===== src/hdl/lacd_pkg.sv =====
// Shared types, command codes and helpers for the logic analyzer command decoder.
// No dependencies; used by lacd_decode and logic_analyzer_command_decoder.
package lacd_pkg;

  localparam int unsigned SAMPLES_DEFAULT = 4096;

  // action codes
  localparam logic [2:0] ACT_NONE  = 3'd0;
  localparam logic [2:0] ACT_RESET = 3'd1;
  localparam logic [2:0] ACT_RUN   = 3'd2;
  localparam logic [2:0] ACT_ID    = 3'd3;
  localparam logic [2:0] ACT_META  = 3'd4;
  localparam logic [2:0] ACT_EXIT  = 3'd5;

  // short commands
  localparam logic [7:0] CMD_RESET = 8'h00;
  localparam logic [7:0] CMD_RUN   = 8'h01;
  localparam logic [7:0] CMD_ID    = 8'h02;
  localparam logic [7:0] CMD_META  = 8'h04;
  localparam logic [7:0] CMD_ESC   = 8'h1B;

  // long commands
  localparam logic [7:0] OP_DIVIDER = 8'h80;
  localparam logic [7:0] OP_COUNTS  = 8'h81;
  localparam logic [7:0] OP_FLAGS   = 8'h82;
  localparam logic [7:0] OP_DELAY   = 8'h83;
  localparam logic [7:0] OP_READ    = 8'h84;
  localparam logic [3:0] OP_TRIG_HI = 4'hC;

  localparam logic [1:0] LAST_PARAM = 2'd3;

  typedef struct packed {
    logic [7:0]  opcode;     // zero: no long command open
    logic [1:0]  count;
    logic [23:0] params;
    logic [23:0] divider;
    logic [18:0] read_cnt;
    logic [18:0] delay_cnt;
    logic [31:0] flags;
    logic [2:0]  width;
  } state_t;

  typedef struct packed {
    logic [2:0]  action;
    logic [23:0] clock_divider;
    logic [18:0] read_samples;
    logic [18:0] delay_samples;
    logic [31:0] flag_word;
    logic [2:0]  bytes_per_sample;
    logic        trig_write;
    logic [1:0]  trig_stage;
    logic        trig_is_value;
    logic [31:0] trig_word;
  } result_t;

  // ((v + 1) * 4); max 2^18 fits in 19 bits
  function automatic logic [18:0] count_of(input logic [15:0] v);
    logic [18:0] t;
    t = {3'b000, v} + 19'd1;
    return {t[16:0], 2'b00};
  endfunction

  // enabled groups are those with a clear disable bit in flags[5:2]
  function automatic logic [2:0] groups_enabled(input logic [3:0] dis);
    logic [2:0] n;
    n = {2'b00, ~dis[0]} + {2'b00, ~dis[1]} + {2'b00, ~dis[2]} + {2'b00, ~dis[3]};
    return (n == 3'd0) ? 3'd1 : n;
  endfunction

endpackage


===== src/hdl/lacd_decode.sv =====
// Byte decoder: next parser/settings state and the result word for one host byte.
// Depends on lacd_pkg.
module lacd_decode #(
  parameter int unsigned DEFAULT_SAMPLES = lacd_pkg::SAMPLES_DEFAULT
) (
  input  lacd_pkg::state_t  state,
  input  logic [7:0]        rx_byte,
  output lacd_pkg::state_t  state_next,
  output lacd_pkg::result_t result
);

  localparam logic [18:0] DefCount = 19'(DEFAULT_SAMPLES);

  lacd_pkg::state_t clear_state;
  logic [31:0]      word;

  assign word = {rx_byte, state.params};

  always_comb begin
    clear_state           = '0;
    clear_state.read_cnt  = DefCount;
    clear_state.delay_cnt = DefCount;
    clear_state.width     = 3'd4;
  end

  always_comb begin
    lacd_pkg::result_t r;
    lacd_pkg::state_t  s;
    s = state;
    r = '0;
    r.action = lacd_pkg::ACT_NONE;

    if (rx_byte == lacd_pkg::CMD_ESC) begin
      s        = clear_state;
      r.action = lacd_pkg::ACT_EXIT;
    end else if (state.opcode != 8'h00) begin
      if (state.count != lacd_pkg::LAST_PARAM) begin
        case (state.count)
          2'd0:    s.params[7:0]   = rx_byte;
          2'd1:    s.params[15:8]  = rx_byte;
          default: s.params[23:16] = rx_byte;
        endcase
        s.count = state.count + 2'd1;
      end else begin
        case (state.opcode)
          lacd_pkg::OP_DIVIDER: s.divider = state.params;
          lacd_pkg::OP_COUNTS: begin
            s.read_cnt  = lacd_pkg::count_of(state.params[15:0]);
            s.delay_cnt = lacd_pkg::count_of({rx_byte, state.params[23:16]});
          end
          lacd_pkg::OP_FLAGS: begin
            s.flags = word;
            s.width = lacd_pkg::groups_enabled(word[5:2]);
          end
          lacd_pkg::OP_DELAY: s.delay_cnt = lacd_pkg::count_of(state.params[15:0]);
          lacd_pkg::OP_READ:  s.read_cnt  = lacd_pkg::count_of(state.params[15:0]);
          default: begin
            if (state.opcode[7:4] == lacd_pkg::OP_TRIG_HI) begin
              r.trig_write    = 1'b1;
              r.trig_stage    = state.opcode[3:2];
              r.trig_is_value = state.opcode[0];
              r.trig_word     = word;
            end
          end
        endcase
        s.opcode = 8'h00;
        s.count  = 2'd0;
        s.params = '0;
      end
    end else if (rx_byte[7]) begin
      s.opcode = rx_byte;
      s.count  = 2'd0;
      s.params = '0;
    end else begin
      case (rx_byte)
        lacd_pkg::CMD_RESET: begin
          s        = clear_state;
          r.action = lacd_pkg::ACT_RESET;
        end
        lacd_pkg::CMD_RUN:  r.action = lacd_pkg::ACT_RUN;
        lacd_pkg::CMD_ID:   r.action = lacd_pkg::ACT_ID;
        lacd_pkg::CMD_META: r.action = lacd_pkg::ACT_META;
        default:            r.action = lacd_pkg::ACT_NONE;
      endcase
    end

    r.clock_divider    = s.divider;
    r.read_samples     = s.read_cnt;
    r.delay_samples    = s.delay_cnt;
    r.flag_word        = s.flags;
    r.bytes_per_sample = s.width;
    state_next = s;
    result     = r;
  end

endmodule


===== src/hdl/logic_analyzer_command_decoder.sv =====
// Top level of the logic analyzer command decoder: input byte register, decode,
// result register. Depends on lacd_pkg and lacd_decode.
//
//  channel | handshake          | payload
//  --------+--------------------+-------------------------------------------------
//  in      | in_valid, in_stall | rx_byte
//  out     | out_valid,out_stall| action, clock_divider, read_samples, delay_samples,
//          |                    | flag_word, bytes_per_sample, trig_write,
//          |                    | trig_stage, trig_is_value, trig_word
//
// One word per cycle sustained while out is not stalled; each byte passes the byte register, then the result register.
// The settings are updated as a byte moves from the byte register into the result register.
// rst (synchronous) empties both registers and returns parser and settings to reset values.
// A stall on out holds the result register; the byte register then fills and in_stall rises.
module logic_analyzer_command_decoder #(
  parameter int unsigned DEFAULT_SAMPLES = lacd_pkg::SAMPLES_DEFAULT
) (
  input  logic        clk,
  input  logic        rst,
  input  logic        in_valid,
  output logic        in_stall,
  input  logic [7:0]  rx_byte,
  output logic        out_valid,
  input  logic        out_stall,
  output logic [2:0]  action,
  output logic [23:0] clock_divider,
  output logic [18:0] read_samples,
  output logic [18:0] delay_samples,
  output logic [31:0] flag_word,
  output logic [2:0]  bytes_per_sample,
  output logic        trig_write,
  output logic [1:0]  trig_stage,
  output logic        trig_is_value,
  output logic [31:0] trig_word
);

  localparam logic [18:0] DefCount = 19'(DEFAULT_SAMPLES);

  logic               byte_valid;
  logic [7:0]         byte_reg;
  logic               advance;
  lacd_pkg::state_t   state;
  lacd_pkg::state_t   state_next;
  lacd_pkg::result_t  result_next;
  lacd_pkg::result_t  result;

  assign advance  = byte_valid && (!out_valid || !out_stall);
  assign in_stall = byte_valid && !advance;

  lacd_decode #(
    .DEFAULT_SAMPLES(DEFAULT_SAMPLES)
  ) u_decode (
    .state      (state),
    .rx_byte    (byte_reg),
    .state_next (state_next),
    .result     (result_next)
  );

  always_ff @(posedge clk) begin
    if (rst) begin
      byte_valid <= 1'b0;
    end else if (!in_stall) begin
      byte_valid <= in_valid;
    end
  end

  always_ff @(posedge clk) begin
    if (in_valid && !in_stall) begin
      byte_reg <= rx_byte;
    end
  end

  always_ff @(posedge clk) begin
    if (rst) begin
      state <= '{opcode: 8'h00, count: 2'd0, params: 24'h0, divider: 24'h0,
                 read_cnt: DefCount, delay_cnt: DefCount, flags: 32'h0, width: 3'd4};
    end else if (advance) begin
      state <= state_next;
    end
  end

  always_ff @(posedge clk) begin
    if (rst) begin
      out_valid <= 1'b0;
    end else if (advance) begin
      out_valid <= 1'b1;
    end else if (!out_stall) begin
      out_valid <= 1'b0;
    end
  end

  always_ff @(posedge clk) begin
    if (advance) begin
      result <= result_next;
    end
  end

  assign action           = result.action;
  assign clock_divider    = result.clock_divider;
  assign read_samples     = result.read_samples;
  assign delay_samples    = result.delay_samples;
  assign flag_word        = result.flag_word;
  assign bytes_per_sample = result.bytes_per_sample;
  assign trig_write       = result.trig_write;
  assign trig_stage       = result.trig_stage;
  assign trig_is_value    = result.trig_is_value;
  assign trig_word        = result.trig_word;

endmodule


===== config.mk =====
export PLATFORM = sky130hd
export DESIGN_NAME = logic_analyzer_command_decoder
export DESIGN_NICKNAME = d
export VERILOG_FILES = /design/src/hdl/lacd_pkg.sv /design/src/hdl/lacd_decode.sv /design/src/hdl/logic_analyzer_command_decoder.sv
export SDC_FILE = /design/constraint.sdc
export NUM_CORES = 1
export LEC_CHECK = 0
export BUFFER_PORTS_ARGS = -buffer_cell sky130_fd_sc_hd__buf_2
export CAP_MARGIN = 20
export CORE_MARGIN = 2
export CORE_UTILIZATION = 45
export DETAILED_ROUTE_END_ITERATION = 16
export PLACE_DENSITY = 0.73
export SKIP_LAST_GASP = 1
export SLEW_MARGIN = 15
export SYNTH_ARGS = -nofsm -noshare
export SYNTH_HDL_FRONTEND = slang
export SYNTH_SLANG_ARGS = --single-unit

===== constraint.sdc =====
create_clock -name clk -period 7.86 [get_ports clk]
set_input_delay 0.786 -clock clk [delete_from_list [all_inputs] [get_ports clk]]
set_output_delay 0.786 -clock clk [all_outputs]
set_load 0.005 [all_outputs]

Word-level counts from Yosys, hierarchy flattened
Index checks and enable logic that the tools add are counted.

operators by class
  add/sub/neg operators = 6
  eq/ne operators = 17
  multiplexer cells = 22
  bitwise gates (word level) = 6
  reductions and logical operators = 23

operator list
  operator                                                               number
  131-bit 2-to-1 mux                                                     3
  97-bit 2-to-1 mux                                                      2
  8-bit equality test, second input constant                             5
  19-bit one-hot mux with 2 select lines                                 1
  36-bit 2-to-1 mux                                                      1
  35-bit 2-to-1 mux                                                      1
  16-bit by 1-bit adder with 17-bit output, second input constant        2
  34-bit 2-to-1 mux                                                      1
  8-bit 2-to-1 mux                                                       4
  26-bit 2-to-1 mux                                                      1
  24-bit 2-to-1 mux                                                      1
  19-bit 2-to-1 mux                                                      1
  4-bit by 3-bit != test with 1-bit output, second input constant        3
  3-bit one-hot mux with 4 select lines                                  1
  3-bit AND reduction                                                    4
  3-bit 2-to-1 mux                                                       3
  9-bit OR reduction                                                     1
  8-bit by 1-bit equality test with 1-bit output, second input constant  1
  8-bit by 2-bit equality test with 1-bit output, second input constant  1
  8-bit by 3-bit equality test with 1-bit output, second input constant  1
  8-bit by 5-bit equality test with 1-bit output, second input constant  1
  8-bit logical NOT                                                      1
  8-bit nonzero test                                                     1
  8-bit OR reduction                                                     1
  19 further kinds                                                       32

word-level totals
  register bits = 277
  output and inout port bits = 138
  logic and storage cells = 98

Logic depth before layout (Yosys ltp)
  depth after elaboration = 10
  mapped depth = 9
  gate-level depth less buffers = 6

Hierarchy
Synthesis repeated with hierarchy kept, for this count alone.

unflattened totals
  cells, all modules = 1421
  area, all modules = 14353.8 um^2

modules (own cells, without submodules)
  module                          times used  cells an instance  area an instance (um^2)
  logic_analyzer_command_decoder  1           722                10259.8
  lacd_decode                     1           699                4093.9

Worst setup path after synthesis
OpenSTA, ideal clock, no wires.

  path type = input -> register
  start = in out_stall
  end = reg state[61] (netlist name)
  arrival = 4.775 ns
  data required time = 7.733 ns
  path slack = 2.958 ns
  stages = 5
  cell sequence = a21bo_2 -> inv_1 -> a221oi_2 -> buf_2 -> o2bb2ai_1

on the way
  word-level cells in the longest chain between the ends = 3

ends and longest elaborated chain
  what               RTL line                              RTL
  start, declared    logic_analyzer_command_decoder.sv:24  input logic out_stall,
  1-bit logical NOT  n/a
  1-bit logical OR   logic_analyzer_command_decoder.sv:47  assign advance = byte_valid && (!out_valid || !out_stall);
  1-bit logical AND  logic_analyzer_command_decoder.sv:47
  via advance        logic_analyzer_command_decoder.sv:41  logic advance;

The timed path passes the listed nets, and every way through them passes these cells.
A chain may end at the register's enable or synchronous reset.

Worst setup path after layout
  start = reg byte_reg[0]
  end = reg state[106] (netlist name)

on the way
  word-level cells in the longest chain between the ends = 3

ends and longest elaborated chain
  what                                                                                                    RTL line                              RTL
  start, declared                                                                                         logic_analyzer_command_decoder.sv:40  logic [7:0] byte_reg;
  start signal, assigned                                                                                  logic_analyzer_command_decoder.sv:69  byte_reg <= rx_byte;
  8-bit by 5-bit equality test with 1-bit output / 8-bit logical NOT (equally long branches)              lacd_decode.sv:33, lacd_decode.sv:75
  4-bit by 3-bit != test with 1-bit output (no source line) / 4-bit nonzero test (equally long branches)  n/a
  3-bit AND reduction (no source line)                                                                    n/a

Several ways; a longest one is shown, not always the timed one.

==> flow_metrics.py <==
metrics = {
    "status": {
        "status": "completed",
    },
    "synthesis": {
        "synthCells": 844,
        "synth_cell_type_count": 64,
        "syn_nets": 866,
        "yosysSeqAreaShare": 0.6338,
        "yosysWarnings": 0,
        "synth_flop_cell": "edfxtp_1",
        "ys_ff_latch": 277,
        "async_flop_share": 0,
        "avgSynthCellArea_sq_um": 13.06,
        "synth-edff-count": 144,
        "syn-cell-area_sq_mm": 0.01102,
    },
    "clock_tree": {
        "clkTransAtPathRegs_ns": 0.06,
        "cts_tree": "yes",
        "h-tree-depth": 1,
        "cts_root_buffer": "clkbuf_16",
        "clkLatencyLatePin_ns": 0.54,
        "clk_path_buf_depth": 3,
        "hold_buffers": 0,
        "ctsResizeCount": 0,
        "clock_sinks": 277,
        "numCtsBuffers": 28,
        "postCtsSetupRepairBufs": 0,
    },
    "critical_path": {
        "crit_type": "register to register",
        "cpLargestDelayFamily": "simple AND/OR/NAND/NOR gates",
        "crit_path_cell_trace": "and4_1 -> a22oi_1 -> nand2_1 -> nor3b_1 -> a22o_1",
        "critical-path-max-stage-delay_ns": 0.86,
        "crit_path_end_kind": "register",
        "slowest_stage": "nor3b_1",
        "crit_fanout": 15,
        "arrival_ns": 3.71,
        "cp.required_ns": 8.34,
        "critPathLaunchType": "register",
        "cp.buffers_inverters": 0,
    },
    "pwr": {
        "max-vdd-ir-drop_v": 0.0001368,
        "p_total_mw": 3.086,
        "leakage_nw": 4.853,
        "p_per_area_mw_per_mm2": 239.4,
    },
    "route": {
        "vias": 7632,
        "wl_per_cell_um": 20.95,
        "drt-initial-drc-count": 849,
        "firstDrtPassIters": 5,
        "drt_wl_total_mm": 27.36,
        "route.detailed.drc": 0,
        "ant_nets": 0,
        "viasPerCell": 5.844,
    },
    "sta": {
        "tightestPinTransition_ns": 1.004,
        "max_freq_ghz": 0.3096,
        "max_slew_margin": 0.3307,
        "fin_tns_setup_ns": 0,
        "rsz0062_at_grt": "no",
        "slew_viol_final": 0,
        "finClkSkew_ns": 0.01787,
        "final-setup-viol-count": 0,
        "min_period_ns": 3.230,
        "fin_crit_sh": 0.4109,
        "finalHoldViolCount": 0,
    },
    "place": {
        "dp_hpwl_mm": 17.60,
        "io_buffers": 149,
        "place.gp.congestion": 0.8856,
    },
    "run": {
        "maxCapViolCount": 0,
    },
    "layout": {
        "largest_register_ffs": 131,
        "n_antenna_cell": 0,
        "finalNetCount": 982,
        "drive_gt1_frac": 0.2291,
        "top_register": "state",
        "area_growth_pct": 16.94,
        "post-route-util": 0.5331,
    },
    "grt": {
        "grt_pass1_vias": 7203,
        "grt_use_total": 0.2066,
        "gr-total-overflow": 0,
        "antenna_found_initial": 0,
        "grt_pass1_wl_mm": 41.78,
        "grt_max_degree": 89,
    },
    "die": {
        "dieWidth_um": 160.5,
        "dieArea_sq_mm": 0.02576,
        "rows": 57,
        "io_pins": 150,
        "fp.dieH_um": 160.5,
        "initial_core_util": 0.4559,
        "fp.coreArea_sq_mm": 0.02418,
    },
    "worst_hold_path": {
        "hold_path_class": "primary input to register",
    },
}
-- cells in the final DEF (no fill, tap or decap), types with 14 or more instances in the layout --
cell	count
a22o_1	163
buf_2	149
edfxtp_1	144
dfxtp_1	133
and2_1	39
nand2_1	31
o2bb2ai_1	31
clkbuf_16	30
xnor2_1	24
nor2_1	22
nor4_1	15
nor3_1	14
-- cells by family (layout without fill, tap and decap cells) --
group           count (synthesis)  count (layout)  synth area share
flops                         277             277            0.6338
compound gates                259             259            0.2007
simple gates                  174             174           0.09001
buf+inv                        90             228           0.03575
xor+xnor                       30              30           0.02384
fa+ha+maj                      10              10           0.01203
mux                             4               4          0.003859
-- cell usage after synthesis (9+ instances only) --
master,n,area share
a22o_1,163,0.13
and2_1,39,0.022
buf_2,14,0.0064
clkbuf_1,52,0.018
dfxtp_1,133,0.24
edfxtp_1,144,0.39
ha_1,9,0.010
inv_1,14,0.0048
nand2_1,31,0.011
nand3_1,12,0.0054
nand4_1,11,0.0062
nor2_1,22,0.0075
nor3_1,15,0.0068
nor4_1,15,0.0085
o2bb2ai_1,31,0.025
xnor2_1,24,0.019
-- metal layers --
layer  part of all wire  global-route usage  vias to the layer above
li1                   -                   -                     3494
met1               0.44              0.2947                     3724
met2               0.47              0.3301                      360
met3              0.069             0.02944                       54
met4              0.022             0.06143                        0
met5                  0                   0                        -
-- power by group --
part | total [mW] | internal [mW] | switching, mW
combinational | 0.177 | 0.0554 | 0.121
sequential | 1.59 | 1.55 | 0.0381
clock | 1.32 | 0.786 | 0.535
-- worst paths after layout --
path / start / depth (start not counted) / slack (ns) / endpoint
min reg2reg: state[55]$_SDFFE_PP0P_ / 1 / 0.45 / state[55]$_SDFFE_PP0P_
min: rx_byte[3] / 1 / 0.43 / byte_reg[3]$_DFFE_PP_
max reg2reg: byte_reg[0]$_DFFE_PP_ / 5 / 4.63 / state[106]$_SDFFE_PP0P_
max: byte_reg[0]$_DFFE_PP_ / 5 / 4.63 / state[106]$_SDFFE_PP0P_
-- final cells by class --
type | instances | area, sq um
Tap cell | 324 | 405.4
Timing Repair Buffer | 161 | 855.8
Multi-Input combinational cell | 477 | 3647
Sequential cell | 277 | 6987
Clock buffer | 37 | 807.0
Clock inverter | 15 | 126.4
Inverter | 15 | 61.31
Fill cell | 2050 | 11290
-- worst register-to-register path, cell delays in order, from the launching register on --
cell	delay [ns]
edfxtp_1	0.67
and4_1	0.34
a22oi_1	0.77
nand2_1	0.27
nor3b_1	0.86
a22o_1	0.26
-- through the flow --
stage | setup WS, ns | std cells | hold WS, ns | area, sq um
5_1_grt | 4.249 | 1306 | 0.4240 | 12890
3_5_place_dp | 4.662 | 1253 | 0.4387 | 11930
4_1_cts | 4.650 | 1305 | 0.4145 | 12860
2_1_floorplan | 2.958 | 844 | 0.4209 | 11020
3_3_place_gp | 4.814 | 1252 | 0.4356 | 11920
6_report | 4.630 | 1306 | 0.4281 | 12890
Note: power is estimated with default switching activity, not from simulation.
